$ cat config.mk
export PLATFORM = sky130hd
export DESIGN_NAME = utf8_strict_stream_decoder_core
export DESIGN_NICKNAME = d
export VERILOG_FILES = /design/src/rtl/u8sd_pkg.sv /design/src/rtl/u8sd_decode.sv /design/src/rtl/utf8_strict_stream_decoder_core.sv
export VERILOG_INCLUDE_DIRS = /design/src /design/src/rtl
export SDC_FILE = /design/constraint.sdc
export NUM_CORES = 1
export LEC_CHECK = 0
export ABC_CLOCK_PERIOD_IN_PS = 6300
export BUFFER_PORTS_ARGS = -buffer_cell sky130_fd_sc_hd__clkbuf_2
export CAP_MARGIN = 20
export CORE_ASPECT_RATIO = 0.75
export CORE_MARGIN = 2
export CORE_UTILIZATION = 50
export DETAILED_ROUTE_END_ITERATION = 8
export GPL_TIMING_DRIVEN = 0
export PLACE_DENSITY = 0.71
export REMOVE_ABC_BUFFERS = 1
export SYNTH_ARGS = -nofsm -noshare
export SYNTH_HDL_FRONTEND = slang
export SYNTH_SLANG_ARGS = --single-unit
$ cat constraint.sdc
create_clock -name clk_i -period 6.3 [get_ports clk_i]
set_input_delay 0 -clock clk_i [delete_from_list [all_inputs] [get_ports clk_i]]
set_output_delay 0 -clock clk_i [all_outputs]
set_load 0.01 [all_outputs]
$ cat src/rtl/assert_macros.svh
// Assertion macros shared by the RTL of the UTF-8 stream decoder.
// Used by files that take this header by include; no other dependencies.
`ifndef ASSERT_MACROS_SVH
`define ASSERT_MACROS_SVH

// Check a property on every rising clock edge, off while reset is low.
`define U8SD_ASSERT(lbl, clk, rst_n, prop) \
  lbl: assert property (@(posedge clk) disable iff (!rst_n) (prop)) \
    else $error("u8sd assertion failed");

// Check that a condition never holds.
`define U8SD_ASSERT_NEVER(lbl, clk, rst_n, cond) \
  `U8SD_ASSERT(lbl, clk, rst_n, !(cond))

`endif

$ cat src/rtl/u8sd_pkg.sv
// Shared types and constants of the UTF-8 stream decoder.
// No dependencies; used by u8sd_decode and the top level.
`timescale 1ns / 1ps

package u8sd_pkg;

  localparam int unsigned CpW  = 21;
  localparam int unsigned LenW = 3;
  localparam int unsigned CntW = 3;

  // Sequence length codes of the pending sequence
  localparam logic [LenW-1:0] LenNone = 3'd0;
  localparam logic [LenW-1:0] LenOne  = 3'd1;
  localparam logic [LenW-1:0] LenTwo  = 3'd2;
  localparam logic [LenW-1:0] LenThr  = 3'd3;
  localparam logic [LenW-1:0] LenFour = 3'd4;

  localparam logic [CpW-1:0] ReplChar = 21'h00FFFD;
  localparam logic [CpW-1:0] MaxCp    = 21'h10FFFF;
  localparam logic [CpW-1:0] SurLo    = 21'h00D800;
  localparam logic [CpW-1:0] SurHi    = 21'h00DFFF;
  localparam logic [CpW-1:0] MinTwo   = 21'h000080;
  localparam logic [CpW-1:0] MinThr   = 21'h000800;
  localparam logic [CpW-1:0] MinFour  = 21'h010000;

  // Decoder state carried from byte to byte
  typedef struct packed {
    logic [LenW-1:0] exp_len;
    logic [1:0]      held;
    logic [CpW-1:0]  partial;
  } dec_state_t;

  // Results caused by one byte: nrep replacements, then an optional good code point
  typedef struct packed {
    logic [CntW-1:0] nrep;
    logic            good;
    logic [CpW-1:0]  cp;
    logic [LenW-1:0] len;
    logic            done;
  } run_t;

endpackage

$ cat src/rtl/u8sd_decode.sv
// Single-byte UTF-8 decode step: next decoder state and the run of results.
// Depends on u8sd_pkg.
`timescale 1ns / 1ps

module u8sd_decode (
  input  u8sd_pkg::dec_state_t st_i,
  input  logic [7:0]           byte_i,
  input  logic                 end_i,
  output u8sd_pkg::dec_state_t st_o,
  output u8sd_pkg::run_t       run_o
);

  logic                       pending;
  logic                       is_cont;
  logic [1:0]                 held_inc;
  logic                       complete;
  logic [u8sd_pkg::CpW-1:0]   shifted;
  logic [u8sd_pkg::CpW-1:0]   min_cp;
  logic                       bad;
  logic                       use_fresh;
  logic [u8sd_pkg::LenW-1:0]  lead_len;
  logic [u8sd_pkg::CpW-1:0]   lead_bits;

  assign pending  = (st_i.exp_len != u8sd_pkg::LenNone);
  assign is_cont  = (byte_i[7:6] == 2'b10);
  assign held_inc = st_i.held + 2'd1;
  assign complete = (({1'b0, held_inc} + 3'd1) >= st_i.exp_len);
  assign shifted  = {st_i.partial[14:0], byte_i[5:0]};

  always_comb begin
    unique case (st_i.exp_len)
      u8sd_pkg::LenTwo:  min_cp = u8sd_pkg::MinTwo;
      u8sd_pkg::LenThr:  min_cp = u8sd_pkg::MinThr;
      u8sd_pkg::LenFour: min_cp = u8sd_pkg::MinFour;
      default:           min_cp = '0;
    endcase
  end

  assign bad = (shifted < min_cp) || (shifted > u8sd_pkg::MaxCp) ||
               ((shifted >= u8sd_pkg::SurLo) && (shifted <= u8sd_pkg::SurHi));

  // Classify the byte as a lead
  always_comb begin
    lead_len  = u8sd_pkg::LenNone;
    lead_bits = '0;
    priority if (byte_i[7:5] == 3'b110) begin
      lead_len  = u8sd_pkg::LenTwo;
      lead_bits = {16'd0, byte_i[4:0]};
    end else if (byte_i[7:4] == 4'b1110) begin
      lead_len  = u8sd_pkg::LenThr;
      lead_bits = {17'd0, byte_i[3:0]};
    end else if (byte_i[7:3] == 5'b11110) begin
      lead_len  = u8sd_pkg::LenFour;
      lead_bits = {18'd0, byte_i[2:0]};
    end else begin
      lead_len  = u8sd_pkg::LenNone;
      lead_bits = '0;
    end
  end

  assign use_fresh = !pending || !is_cont;

  always_comb begin
    st_o       = st_i;
    run_o      = '0;
    run_o.done = end_i;
    if (pending) begin
      if (is_cont) begin
        st_o.partial = shifted;
        st_o.held    = held_inc;
        if (complete) begin
          st_o = '0;
          if (bad) begin
            run_o.nrep = st_i.exp_len;
          end else begin
            run_o.good = 1'b1;
            run_o.cp   = shifted;
            run_o.len  = st_i.exp_len;
          end
        end else if (end_i) begin
          // flush the held lead and continuations at end of text
          run_o.nrep = 3'd1 + {1'b0, held_inc};
          st_o       = '0;
        end
      end else begin
        // broken sequence: replace what was held, then decode this byte afresh
        run_o.nrep = 3'd1 + {1'b0, st_i.held};
        st_o       = '0;
      end
    end
    if (use_fresh) begin
      if (!byte_i[7]) begin
        run_o.good = 1'b1;
        run_o.cp   = {13'd0, byte_i};
        run_o.len  = u8sd_pkg::LenOne;
      end else if (lead_len != u8sd_pkg::LenNone) begin
        if (end_i) begin
          run_o.nrep = run_o.nrep + 3'd1;
          st_o       = '0;
        end else begin
          st_o.exp_len = lead_len;
          st_o.held    = 2'd0;
          st_o.partial = lead_bits;
        end
      end else begin
        run_o.nrep = run_o.nrep + 3'd1;
      end
    end
  end

endmodule

$ cat src/rtl/utf8_strict_stream_decoder_core.sv
// Top level of the UTF-8 stream decoder: input register, decode step, result sequencer.
// Depends on u8sd_pkg, u8sd_decode and assert_macros.svh.
`timescale 1ns / 1ps

// Strict UTF-8 stream decoder. Takes one text byte per transfer (tlast marks the
// final byte of the text) and gives one code point per output transfer. Malformed
// input becomes U+FFFD: one per stray or invalid byte, and for a broken, overlong,
// out-of-range or surrogate sequence one per byte it held. A byte that breaks a
// sequence is then decoded afresh. Throughput: one byte per cycle as long as each
// byte yields at most one result and the receiver takes it; a byte that yields
// several results (up to four, only in error cases) holds back the next byte while
// the sequencer hands them out one per cycle as the receiver takes them. A byte
// passes the input register, its results the run register. A byte that only
// extends a pending sequence gives no output transfer. One byte waits in the input
// register while a result stalls; input and output are decoupled by one stage.
module utf8_strict_stream_decoder_core (
  input  logic        clk_i,
  input  logic        rst_ni,
  // Input stream
  input  logic        s_axis_tvalid,
  output logic        s_axis_tready,
  input  logic [7:0]  s_axis_tdata,   // [7:0] text_byte
  input  logic        s_axis_tlast,   // end_of_text
  // Output stream
  output logic        m_axis_tvalid,
  input  logic        m_axis_tready,
  output logic [23:0] m_axis_tdata,   // [20:0] code_point, [23:21] byte_count
  output logic [1:0]  m_axis_tuser,   // [0] replaced, [1] last_in_run
  output logic        m_axis_tlast    // text_done
);

  `include "assert_macros.svh"

  // Input register
  logic       in_vld_q, in_vld_d;
  logic [7:0] in_byte_q;
  logic       in_end_q;

  // Decoder state and decode step
  u8sd_pkg::dec_state_t st_q, st_d;
  u8sd_pkg::run_t       run_new;

  // Result run register
  logic                        run_vld_q, run_vld_d;
  u8sd_pkg::run_t              run_q;
  logic [u8sd_pkg::CntW-1:0]   total_q;
  logic [u8sd_pkg::CntW-1:0]   emit_q, emit_d;
  logic [u8sd_pkg::CntW-1:0]   total_new;

  logic in_xfer;
  logic out_xfer;
  logic cur_rep;
  logic cur_last;
  logic run_free;
  logic advance;

  u8sd_decode u_decode (
    .st_i   (st_q),
    .byte_i (in_byte_q),
    .end_i  (in_end_q),
    .st_o   (st_d),
    .run_o  (run_new)
  );

  assign total_new = run_new.nrep + {2'b00, run_new.good};

  // Output sequencer: replacements first, then the good code point if any
  assign cur_rep  = (emit_q < run_q.nrep);
  assign cur_last = ((emit_q + 3'd1) == total_q);
  assign out_xfer = run_vld_q && m_axis_tready;

  // The run register frees up when its last result is taken
  assign run_free = !run_vld_q || (out_xfer && cur_last);
  assign advance  = in_vld_q && run_free;

  assign s_axis_tready = !in_vld_q || run_free;
  assign in_xfer       = s_axis_tvalid && s_axis_tready;

  always_comb begin
    in_vld_d = in_vld_q;
    if (in_xfer) begin
      in_vld_d = 1'b1;
    end else if (advance) begin
      in_vld_d = 1'b0;
    end
  end

  always_comb begin
    run_vld_d = run_vld_q;
    emit_d    = emit_q;
    if (advance) begin
      // a byte that only extends a sequence loads nothing
      run_vld_d = (total_new != '0);
      emit_d    = '0;
    end else if (run_free) begin
      run_vld_d = 1'b0;
      emit_d    = '0;
    end else if (out_xfer) begin
      emit_d = emit_q + 3'd1;
    end
  end

  always_ff @(posedge clk_i or negedge rst_ni) begin
    if (!rst_ni) begin
      in_vld_q  <= 1'b0;
      run_vld_q <= 1'b0;
      emit_q    <= '0;
      st_q      <= '0;
    end else begin
      in_vld_q  <= in_vld_d;
      run_vld_q <= run_vld_d;
      emit_q    <= emit_d;
      if (advance) begin
        st_q <= st_d;
      end
    end
  end

  // Payload registers: capture on transfer, hold otherwise
  always_ff @(posedge clk_i) begin
    if (in_xfer) begin
      in_byte_q <= s_axis_tdata;
      in_end_q  <= s_axis_tlast;
    end
    if (advance) begin
      run_q   <= run_new;
      total_q <= total_new;
    end
  end

  assign m_axis_tvalid      = run_vld_q;
  assign m_axis_tdata[20:0] = cur_rep ? u8sd_pkg::ReplChar : run_q.cp;
  assign m_axis_tdata[23:21] = cur_rep ? u8sd_pkg::LenOne : run_q.len;
  assign m_axis_tuser[0]    = cur_rep;
  assign m_axis_tuser[1]    = cur_last;
  assign m_axis_tlast       = cur_last && run_q.done;

  // Sequencer never runs past the end of its run
  `U8SD_ASSERT(a_emit_in_run, clk_i, rst_ni, run_vld_q |-> (emit_q < total_q))
  // A result that is not a replacement is a valid scalar value
  `U8SD_ASSERT_NEVER(a_good_scalar, clk_i, rst_ni, m_axis_tvalid && !m_axis_tuser[0] && ((m_axis_tdata[20:0] > u8sd_pkg::MaxCp) || ((m_axis_tdata[20:0] >= u8sd_pkg::SurLo) && (m_axis_tdata[20:0] <= u8sd_pkg::SurHi))))
  // Held continuation count stays below the pending sequence length
  `U8SD_ASSERT(a_held_bound, clk_i, rst_ni, (({1'b0, st_q.held} + 3'd1) < st_q.exp_len) || ((st_q.exp_len == u8sd_pkg::LenNone) && (st_q.held == 2'd0)))
  // No sequence stays pending after the end of the text
  `U8SD_ASSERT(a_flush_at_end, clk_i, rst_ni, (advance && in_end_q) |=> (st_q.exp_len == u8sd_pkg::LenNone))

endmodule

# Word level (Yosys, flattened, before mapping)
# Cells that the tools add are included.
classes:
  div_mod_pow: 0
  mux: 37
  n_eq_ne: 8
  order_cmp: 6
  bitwise_logic: 0
  shifts: 0
  add_sub_neg: 6
  reduce_logical: 21
  mul: 0
op_table:
  columns: ["cell", "count"]
  rows:
  - ["$mux W26", 8]
  - ["$mux W25", 4]
  - ["$mux W21", 3]
  - ["$mux W28", 2]
  - ["$pmux W17 S3", 1]
  - ["$mux W3", 15]
  - ["$ge A21 B16 Y1 const B", 1]
  - ["$gt A21 B21 Y1 const B", 1]
  - ["$le A21 B16 Y1 const B", 1]
  - ["$lt A21 B17 Y1", 1]
  - ["$reduce_bool A3 Y1", 4]
  - ["$add A3 B1 Y3 const B", 2]
  - ["$eq A3 B2 Y1 const B", 2]
  - ["$eq A3 B3 Y1 const B", 2]
  - ["$logic_and A1 B1 Y1", 6]
  - ["$eq A5 B5 Y1 const B", 1]
  - ["$logic_or A1 B1 Y1", 5]
  - ["$eq A4 B4 Y1 const B", 1]
  - ["$logic_not A1 Y1", 4]
  - ["$mux W1", 4]
  - ["$reduce_bool A2 Y1", 2]
  - ["$add A1 B2 Y3 const A", 1]
  - ["$add A2 B1 Y3 const B", 1]
  - ["$add A3 B1 Y3", 1]
  - ["5 further kinds", 5]
word_totals:
  latch_bits: 0
  reg_bits: 71
  output_inout_bits: 29
  romBits: 0
  mem_count: 0
  ram_bits: 0

# Depth between registers and ports, before layout
# Gate-level depths: netlist (run 1).
logic_depth:
  word_depth: 17
  ltp_mapped: 19
  mapped_depth_nobuf: 18

# Modules after synthesis
# From an unflattened synthesis (run 1), not the netlist that was laid out.
hier_totals:
  hier_cells: 315
  hier_area_um2: 3886.2
modules_own_cells:
  columns: ["mod", "area_per_inst_um2", "cells_each", "seq_area_each_um2", "instances"]
  rows:
  - ["utf8_strict_stream_decoder_core", 2849.0, 167, 1976.9, 1]
  - ["u8sd_decode", 1037.2, 148, 0.0, 1]

# Worst setup path before layout (run 1)
# No wires, ideal clock.
synth_path:
  path_type: "reg-to-reg"
  start: "register st_q[21] in the netlist's numbering"
  end: "register run_vld_q, in the netlist m_axis_tvalid"
  arrival_ps: 3662
  stages_incl_launch_ff: 20
  setup_slack_ps: 2503
  n_path_buf: 1
  cell_sequence: "dfrtp_1 > inv_1 > ha_1 > xor2_1 > ha_1 > nand2_1 > o21ai_0 > o211ai_1 > a21boi_0 > ha_1 > o211ai_1 > a21boi_0 > a31oi_1 > ha_1 > clkbuf_1 > a21o_1 > o21ai_0 > a41oi_1 > a211oi_1 > mux2i_1"
synth_rtl:
  columns: ["element", "line_no", "rtl"]
  rows:
  - ["start: declaration", "utf8_strict_stream_decoder_core.sv:40", "u8sd_pkg::dec_state_t st_q, st_d;"]
  - ["start signal: assignment", "utf8_strict_stream_decoder_core.sv:114", "st_q <= st_d;"]
  - ["end signal: assignment", "utf8_strict_stream_decoder_core.sv:111", "run_vld_q <= run_vld_d;"]
  - ["end: declaration", "utf8_strict_stream_decoder_core.sv:44", "logic run_vld_q, run_vld_d;"]

==> results of run 1 <==
==> cells by family after synthesis <==
group,after synthesis,synth area share (%)
multiplexers,4,1.27
AND/OR/NAND/NOR,101,18.2
buffers and inverters,25,3.53
flip-flops,65,53.2
adder cells (fa/ha/maj),13,4.73
AO/OA/AOI/OAI,73,16.9
XOR/XNOR,7,2.22
==> worst register-to-register path, stage by stage, from the launching register on <==
cell and delay [ns]:
dfrtp_1 0.47, inv_1 0.14, ha_1 0.36, xor2_1 0.21, ha_1 0.30, nand2_1 0.08
o21ai_0 0.44, o211ai_1 0.23, a21boi_0 0.21, ha_1 0.25, o211ai_1 0.10, a21boi_0 0.22
a31oi_1 0.09, ha_1 0.35, nor2_1 0.17, nand2_1 0.09, o31a_1 0.26, a31oi_1 0.17
mux2i_1 0.09
==> worst paths after layout <==
check,from,endpoint,slack [ns]
setup / recovery,st_q[21],m_axis_tvalid,1.94
hold / removal,m_axis_tready,emit_q[0],0.05
setup reg to reg,st_q[21],m_axis_tvalid,1.94
hold reg to reg,in_byte_q[1],st_q[1],0.50
max in group asynchronous,rst_ni,st_q[10],5.64
min in group asynchronous,rst_ni,st_q[0],0.22
==> synthesized netlist by cell type, drive strengths merged, types with 2 or more instances <==
| cell | instances | area (µm²) |
|---|---|---|
| edfxtp | 40 | 1200 |
| dfrtp | 25 | 626 |
| and2 | 24 | 150 |
| nand2b | 20 | 125 |
| a22o | 17 | 149 |
| nand2 | 17 | 66.3 |
| ha | 13 | 163 |
| inv | 11 | 41.3 |
| o21ai | 9 | 45.0 |
| buf | 8 | 57.6 |
| o21a | 8 | 60.1 |
| a31oi | 6 | 43.8 |
| nand3 | 6 | 30.0 |
| nor2b | 6 | 40.0 |
| a21oi | 5 | 25.0 |
| clkbuf | 5 | 18.8 |
| nor2 | 5 | 18.8 |
| nor3 | 5 | 30.0 |
| a21boi | 4 | 33.8 |
| a21o | 4 | 30.0 |
| o211ai | 4 | 30.0 |
| or3 | 4 | 25.0 |
| a32o | 3 | 30.0 |
| mux2 | 3 | 33.8 |
| nor3b | 3 | 38.8 |
| xnor2 | 3 | 26.3 |
| xor2 | 3 | 26.3 |
| a211oi | 2 | 20.0 |
| and2b | 2 | 16.3 |
| and4 | 2 | 17.5 |
| o2111ai | 2 | 17.5 |
| or4 | 2 | 15.0 |
==> what timing repair did <==
| action | CTS | global route |
|---|---|---|
| hold buffers | 11 | 0 |
| setup endpoints to repair | 0 | 0 |
| endpoints found under the hold margin | 35 | 0 |
==> metrics by stage <==
step | instance area (µm²) | hold slack (ns) | instances | utilization (%)
global placement | 3670 | 0.0591 | 400 | 54.5
finish | 4010 | 0.0521 | 428 | 59.5
global route | 4010 | 0.104 | 428 | 59.5
floorplan | 3360 | -0.296 | 275 | -
CTS | 4010 | 0.0341 | 428 | 59.5
detailed placement | 3690 | 0.0698 | 401 | 54.8
==> routing by layer <==
| metal | global-route usage [%] | vias to the layer above | wire length [µm] |
|---|---|---|---|
| li1 | - | 1180 | - |
| met1 | 26.4 | 1129 | 3340 |
| met2 | 30.1 | 74 | 2830 |
| met3 | 5.50 | 14 | 361 |
| met4 | 5.48 | 0 | 68 |
| met5 | 0 | - | 0 |
==> registers in the layout (all words and copies together), names as in the netlist <==
| signal | flops |
|---|---|
| emit_q | 3 |
| in_byte_q | 8 |
| in_end_q | 1 |
| in_vld_q | 1 |
| m_axis_tvalid | 1 |
| run_q | 28 |
| st_q | 20 |
| total_q | 3 |
==> area by class of cell <==
type	instances	area, µm²
fillers	553	2730
flip-flops and latches	65	1830
well taps	84	105
repair buffers	53	327
clock inverters	4	70.1
clock buffers	12	135
multi-input cells	198	1500
inverters	12	45.0
==> report_power, final <==
part / internal [W] / total [W] / switching [W]
Sequential: 0.000614 / 0.000702 / 0.0000882
Combinational: 0.000307 / 0.000772 / 0.000465
Clock: 0.000222 / 0.000373 / 0.000151
Total: 0.00114 / 0.00185 / 0.000704
==> impl_metrics.ini, run 1 <==
[timing]
relSlewSlack_pct = 35.1
worstMarginPinSlew_ns = 0.971
fin_crit_sh_pct = 69.3
min_period_ns = 4.36
setup_violations = 0
setup_slack_ns = 1.94
hold_violations = 0
finalSetupTns_ns = 0
report.final.slew_viol_count = 0
fmax_ghz = 0.229
grt_setup_unrepaired = no
skew_ns = 0.0143

[setup_path]
critPathTopFamily = compound AO/OA/AOI/OAI gates
slowest_stage = dfrtp_1
r2r.worst_path.cells = 18
worstSetupPathType = reg -> reg
crit_cells = 18
startpoint_type = flip-flop
critPathBufInv = 1
worstPathCellList = inv_1, ha_1, xor2_1, ha_1, nand2_1, o21ai_0, o211ai_1, a21boi_0, ha_1, o211ai_1, a21boi_0, a31oi_1, ha_1, nor2_1, nand2_1, o31a_1, a31oi_1, mux2i_1
end_kind = flip-flop
cp_data_required_time_ns = 6.50
timing.critical_path.mode_cell = ha_1
cp.arrival_ns = 4.57
max_stage_delay_ns = 0.47
worstPathMaxFanout = 7

[floorplanning]
core_um2 = 6730
die_y_um = 75.8
fp.dieW_um = 99.7
initial_core_util_pct = 51.0
row_count = 26
io_pins = 42
die_area_um2 = 7560

[final_layout]
mostFrequentLayoutCells = clkbuf_2 (41), edfxtp_1 (40), dfrtp_1 (25)
drive_above_1_share_pct = 20.6
final_common_cell = clkbuf_2
area_growth_syn_to_layout_pct = 16.6
diodes = 0
final_nets = 365

[global_routing]
antenna_found_initial = 0
track_usage_pct = 19.1
grt_pass1_wl_mm = 11.0
grt_pass1_vias = 2266
grt_max_degree = 34
grt.overflow.total = 0

[placed_design]
post-place-ws_ns = 2.00
io_buffers = 41
dp_hpwl_mm = 4.50
gp_congestion = 0.866

[synth]
synth-edff-count = 40
synth_seq_cells = 65
synth.distinct_cells = 60
synth_area_um2 = 3440
yosysSeqAreaShare_pct = 53.2
synth.avg_cell_area_um2 = 11.9
netlist_instances = 288
synth_flop_cell = edfxtp_1
yosysWarningCount = 0
async_flop_share_pct = 38.5

[power_and_ir_drop]
power_leakage_nw = 1.70
power.density_nw_per_um2 = 461
vdd_drop_max_mv = 0.342
total_power_w = 0.00185

[detailed_routing]
drt_iter0_markers = 157
via_count = 2397
wl_mm = 6.60
viasPerCell = 5.60
dr.pass1.iters = 4
drc = 0
drtAntennaViolNets = 0
wire_per_inst_um = 15.4

[worst_hold_path]
min_path_cells = 4
hold_path.class = in -> reg

[status]
status = finished clean

[cts]
cts_buffer_depth = 2
htree_levels = 3
clk_latency_ns = 0.34
clkTransAtPathRegs_ns = 0.06
cts-resized-gates = 0
clockRootBuffer = clkbuf_8
cts_sinks = 65
tritoncts = done
cts-buffers-inserted = 9
cts_setup_buffers = 0

[run]
max_cap_violations = 0
No activity file was read; power rests on OpenSTA's default activity.
==> run 2, diff against run 1 <==
Settings changed: ABC_AREA set to 1, ABC_CLOCK_PERIOD_IN_PS 6300 to 3530, PLACE_DENSITY 0.71 to 0.74.
Clock period 6.3 ns to 3.53 ns, I/O delays scaled along.
==> run 2 against run 1 <==
Effect of this change: non-clock buffer count rose by 10; via count rose by 4.2%; clock skew fell by 0.0048 ns; largest power group unchanged; count of clock-buffer cells in the layout fell by 3; final cell count rose by 15%; total power rose by 110%; clock power rose by 100%; sequential share of layout area fell by 0.23 points; synthesized cell count rose by 17%.
==> impl_metrics.ini, run 2 <==
[status]
status = finished clean

[global_routing]
track_usage_pct = 20.5
grt_max_degree = 38
antenna_found_initial = 0
grt_pass1_vias = 2323
met2_usage_pct = 30.7
grt_pass1_wl_mm = 11.4
met1_usage_pct = 29.0
grt.overflow.total = 0
busiest_layer = met2
grt_use_met3_pct = 6.95

[detailed_routing]
viasPerCell = 5.09
wl_mm = 6.92
drt_iter0_markers = 240
via_count = 2497
wire_per_inst_um = 14.1
drtAntennaViolNets = 0
drc = 0
dr.pass1.iters = 5

[timing]
relSlewSlack_pct = 55.8
fin_crit_sh_pct = 95.4
setup_violations = 0
worstMarginPinSlew_ns = 0.663
hold_violations = 0
report.final.slew_viol_count = 0
skew_ns = 0.00948
hold_slack_ns = 0.226
fmax_ghz = 0.297
finalSetupTns_ns = 0
min_period_ns = 3.37

[cts]
cts_sinks = 65
htree_levels = 3
cts_buffer_depth = 2
tritoncts = done
clockRootBuffer = clkbuf_8
cts-buffers-inserted = 9
clk_latency_ns = 0.35
clkTransAtPathRegs_ns = 0.07

[synth]
synth_flop_cell = edfxtp_1
synth_area_um2 = 3300
synth.largest_area_cell = edfxtp_1
synth_seq_cells = 65
netlist_instances = 338
synthTopCellsByArea = edfxtp_1 (36%), dfrtp_1 (19%), inv_1 (6.4%), nand2_1 (5.6%), ha_1 (4.9%)
async_flop_share_pct = 38.5
synth.distinct_cells = 39
synth.avg_cell_area_um2 = 9.77
yosysWarningCount = 0
yosysSeqAreaShare_pct = 55.3
synth-edff-count = 40
synth_top_area_share_pct = 36.4
synth_most_common_cell = inv_1
yosys-top-cells-count = inv_1 (56), nand2_1 (49), nor2_1 (43)

[setup_path]
rr_startpoint = st_q[21]
cp.arrival_ns = 3.61
worstSetupPathType = reg -> reg
cp_data_required_time_ns = 3.77
ff2ff_setup_slack_ns = 0.16
end_kind = flip-flop
worstPathMaxFanout = 4
startpoint_type = flip-flop
critPathLaunch = st_q[21]

[final_layout]
drive_above_1_share_pct = 28.0
mostFrequentLayoutCells = inv_1 (54), nand2_1 (48), nor2_1 (43)
final_common_cell = inv_1
area_growth_syn_to_layout_pct = 22.0
stdcell_area_um2 = 4030
utilization_pct = 63.4
top_register = run_q
largest_register_ff_count = 28
diodes = 0
num-fill-cells = 528
reg.largest.list = run_q x28, st_q x20, in_byte_q x8
final_nets = 431

[placed_design]
gp_congestion = 0.922
dp_hpwl_mm = 4.76
io_buffers = 41
place_area_um2 = 3560

[floorplanning]
fp.dieW_um = 97.8
core_um2 = 6350
initial_core_util_pct = 52.0
die_area_um2 = 7270
row_count = 25
die_y_um = 74.4
io_pins = 42

[worst_hold_path]
hold_path.class = in -> async

[power_and_ir_drop]
power.density_nw_per_um2 = 986
vdd_drop_max_mv = 0.457
p_comb_share_pct = 49.2
clkPwrFrac_pct = 19.1
power_leakage_nw = 1.85
intPower_w = 0.00235
power.switching_w = 0.00162
p_sw_share_pct = 40.9
power_frac_seq_pct = 31.6

[run]
max_cap_violations = 0
[run 2: final timing paths]
| kind | endpoint | cells after the start |
|---|---|---|
| worst max-delay path | m_axis_tvalid | 22 |
| worst min-delay path | emit_q[1] | 2 |
| worst max register to register | m_axis_tvalid | 22 |
| worst min register to register | m_axis_tvalid | 2 |
| max in group asynchronous | st_q[6] | 2 |
| min in group clk_i | in_byte_q[0] | 2 |
[run 2: through the flow]
stage          setup slack [ns]  instances  power (W)
2_1_floorplan             0.218        331    0.00243
3_3_place_gp            -0.0873        453    0.00283
3_5_place_dp             -0.293        453    0.00292
4_1_cts                  0.0257        483    0.00382
5_1_grt                 -0.0401        491    0.00425
6_report                  0.163        491    0.00397
[run 2: kinds of logic after synthesis]
family	after synthesis	synth area share (%)
xor gates and xnor gates	5	1.33
buffers and inverters	69	8.57
DFF	65	55.3
adders and majority gates	13	4.93
AOI/OAI and AO/OA	40	8.38
and+or+nand+nor	146	21.5
[run 2: final cells by class]
class,count,area (µm²),area share (%)
repair buffers,63,400,9.94
clock buffers,9,124,3.08
well taps,81,101,2.52
flip-flops and latches,65,1830,45.4
clock inverters,7,119,2.95
multi-input cells,204,1220,30.4
inverters,62,233,5.78
[run 2: what timing repair did]
| item | in CTS | in global routing |
|---|---|---|
| buffers inserted | 2 | 7 |
| hold buffers | 12 | 0 |
| gates resized for setup | 4 | 5 |
| pin swaps | 1 | 8 |
| hold endpoints to repair | 36 | 0 |
| endpoints found under the setup margin | 4 | 3 |
| cloned | 0 | 0 |
[run 2: critical path, cell delays in order, from the launching register on]
cell      delay (ns)
dfrtp_1         0.40
inv_2           0.10
ha_4            0.23
xnor2_2         0.16
inv_1           0.07
ha_1            0.29
nand2_1         0.06
nor2_1          0.05
a211oi_2        0.27
nand2_2         0.13
inv_2           0.08
nand2_1         0.07
o21ai_1         0.14
a31oi_1         0.06
nor2_2          0.17
ha_1            0.25
nand2_1         0.08
o21ai_2         0.07
ha_1            0.29
nor2_1          0.10
nand3_1         0.08
nand2_1         0.06
nand2_1         0.04
[run 2: power by group through the flow]
| stage | combinational, W | clock (W) | sequential [W] |
|---|---|---|---|
| 6_report | 0.00195 | 0.000760 | 0.00126 |
| 5_1_grt | 0.00216 | 0.000807 | 0.00128 |
| 4_1_cts | 0.00179 | 0.000769 | 0.00126 |
| 3_5_place_dp | 0.00166 | 0 | 0.00127 |
| 3_3_place_gp | 0.00157 | 0 | 0.00126 |
| 2_1_floorplan | 0.00120 | 0 | 0.00123 |
[run 2: per-layer routing]
layer / up-vias / share of wire [%]
met5: - / 0
li1: 1246 / -
met2: 107 / 44
met1: 1125 / 45
met3: 19 / 8.6
met4: 0 / 1.8
==> run 3, diff against run 2 <==
Settings changed: PLACE_DENSITY 0.74 to not set, PLACE_DENSITY_LB_ADDON set to 0.25.
==> run 3 against run 2 <==
Effect of this change: final area rose by 0.75%; clock power rose by 9.3%; total power grew 1.4%; largest power group unchanged; first-iteration DRC count decreased by 30%.
==> impl_metrics.ini, run 3 (synthesis gave the netlist of run 2 again) <==
[timing]
setup_violations = 0
relSlewSlack_pct = 47.1
worstMarginPinSlew_ns = 0.787
finalSetupTns_ns = 0
setup_slack_ns = 0.175
report.final.slew_viol_count = 0
skew_ns = 0.0101
fmax_ghz = 0.298
hold_violations = 0
min_period_ns = 3.35
fin_crit_sh_pct = 95.0

[worst_hold_path]
hold_path.class = in -> async

[cts]
cts_sinks = 65
clk_latency_ns = 0.36
clockRootBuffer = clkbuf_8
cts-buffers-inserted = 9
tritoncts = done
htree_levels = 3
clkTransAtPathRegs_ns = 0.07
cts_buffer_depth = 2

[final_layout]
final_common_cell = inv_1
final_nets = 430
area_growth_syn_to_layout_pct = 22.9
largest_register_ff_count = 28
diodes = 0
drive_above_1_share_pct = 27.9
mostFrequentLayoutCells = inv_1 (54), nand2_1 (48), nor2_1 (43)
reg.largest.list = run_q x28, st_q x20, in_byte_q x8
top_register = run_q

[placed_design]
dp_hpwl_mm = 4.75
io_buffers = 41
post-place-ws_ns = -0.208
gp_congestion = 0.898

[floorplanning]
die_area_um2 = 7270
io_pins = 42
core_um2 = 6350
initial_core_util_pct = 52.0
row_count = 25
fp.dieW_um = 97.8
die_y_um = 74.4

[global_routing]
met2_usage_pct = 30.6
grt_use_met3_pct = 5.55
busiest_layer = met2
grt.overflow.total = 0
grt_pass1_vias = 2246
grt_max_degree = 38
met1_usage_pct = 28.3
track_usage_pct = 20.0
antenna_found_initial = 0
grt_pass1_wl_mm = 10.9

[setup_path]
end_kind = flip-flop
ff2ff_setup_slack_ns = 0.18
rr_startpoint = st_q[21]
worstReg2RegEnd = m_axis_tvalid
cp_data_required_time_ns = 3.78
startpoint_type = flip-flop
worstPathMaxFanout = 4
cp.arrival_ns = 3.60
worstSetupPathType = reg -> reg
r2r.worst_path.cells = 22

[detailed_routing]
drc = 0
wl_mm = 6.88
via_count = 2535
drtAntennaViolNets = 0
drt_iter0_markers = 167
viasPerCell = 5.17
dr.pass1.iters = 5
wire_per_inst_um = 14.0

[status]
status = finished clean

[power_and_ir_drop]
vdd_drop_max_mv = 0.428
power_leakage_nw = 1.86
power.density_nw_per_um2 = 993

[run]
max_cap_violations = 0
run 3: changes by cell type in the layout (fill, tap and decap cells not counted):
cell / change
clkinv_4: -1
inv_6: +1
o21ai_2: -1
xnor2_4: +1
xnor2_2: -1
buf_4: -1
bufinv_16: +1
clkinvlp_4: -1
o21ai_1: +1
xor2_1: -1
xor2_2: +1
run 3: critical path, cell delays in order, from the launching register on:
cell	delay [ns]
dfrtp_1	0.39
inv_2	0.11
ha_4	0.24
xnor2_4	0.17
inv_1	0.06
ha_1	0.28
nand2_1	0.07
nor2_1	0.05
a211oi_2	0.27
nand2_2	0.12
inv_2	0.08
nand2_1	0.07
o211ai_1	0.17
o211ai_1	0.14
inv_1	0.08
ha_1	0.22
nand2_1	0.06
o21ai_1	0.08
ha_1	0.30
nor2_1	0.11
nand3_1	0.09
nand2_1	0.06
nand2_1	0.04
run 3: worst max-delay path by stage:
| stage | slack, ns | startpoint | end | cells after the start |
|---|---|---|---|---|
| after detailed placement | -0.21 | st_q[21] | m_axis_tvalid | 22 |
| after global routing | -0.02 | st_q[21] | m_axis_tvalid | 22 |
| after global placement | -0.11 | st_q[21] | m_axis_tvalid | 22 |
| after floorplan | 0.22 | st_q[21] | m_axis_tvalid | 22 |
| after CTS | 0.07 | st_q[21] | m_axis_tvalid | 22 |
| final | 0.18 | st_q[21] | m_axis_tvalid | 22 |
run 3: per-layer routing:
metal  vias up  routed length, µm
li1       1243                  -
met1      1172               3300
met4         0                 96
met5         -                  0
met3        10                518
met2       110               2960
run 3: repair_timing:
action                                 in CTS  in global routing
gates resized for setup                     4                  6
setup buffers                               2                  6
endpoints found under the hold margin      37                  0
hold buffers                               12                  0
setup endpoints to repair                   3                  3
cloned                                      0                  0
pin swaps                                   1                  5
run 3: per-stage QoR:
stage	instance area (µm²)	instances	power (W)	util [%]	hold WS [ns]
after floorplan	3250	331	0.00243	-	-0.296
after global placement	3560	453	0.00284	56.0	0.0657
after detailed placement	3560	454	0.00292	56.1	0.0617
after CTS	3990	484	0.00388	62.8	0.226
after global routing	4060	490	0.00431	63.9	0.280
final	4060	490	0.00403	63.9	0.212
run 3: layout make-up:
| class | instances | area [µm²] |
|---|---|---|
| Fill cell | 510 | 2290 |
| Sequential cell | 65 | 1830 |
| Multi-Input combinational cell | 204 | 1240 |
| Timing Repair Buffer | 62 | 393 |
| Inverter | 62 | 233 |
| Clock inverter | 7 | 141 |
| Clock buffer | 9 | 124 |
| Tap cell | 81 | 101 |
run 3: power by group:
| part | leakage [nW] | switching [W] | internal, W |
|---|---|---|---|
| Sequential | 0.692 | 0.000150 | 0.00111 |
| Clock | 0.131 | 0.000290 | 0.000541 |
| Combinational | 1.04 | 0.00117 | 0.000771 |
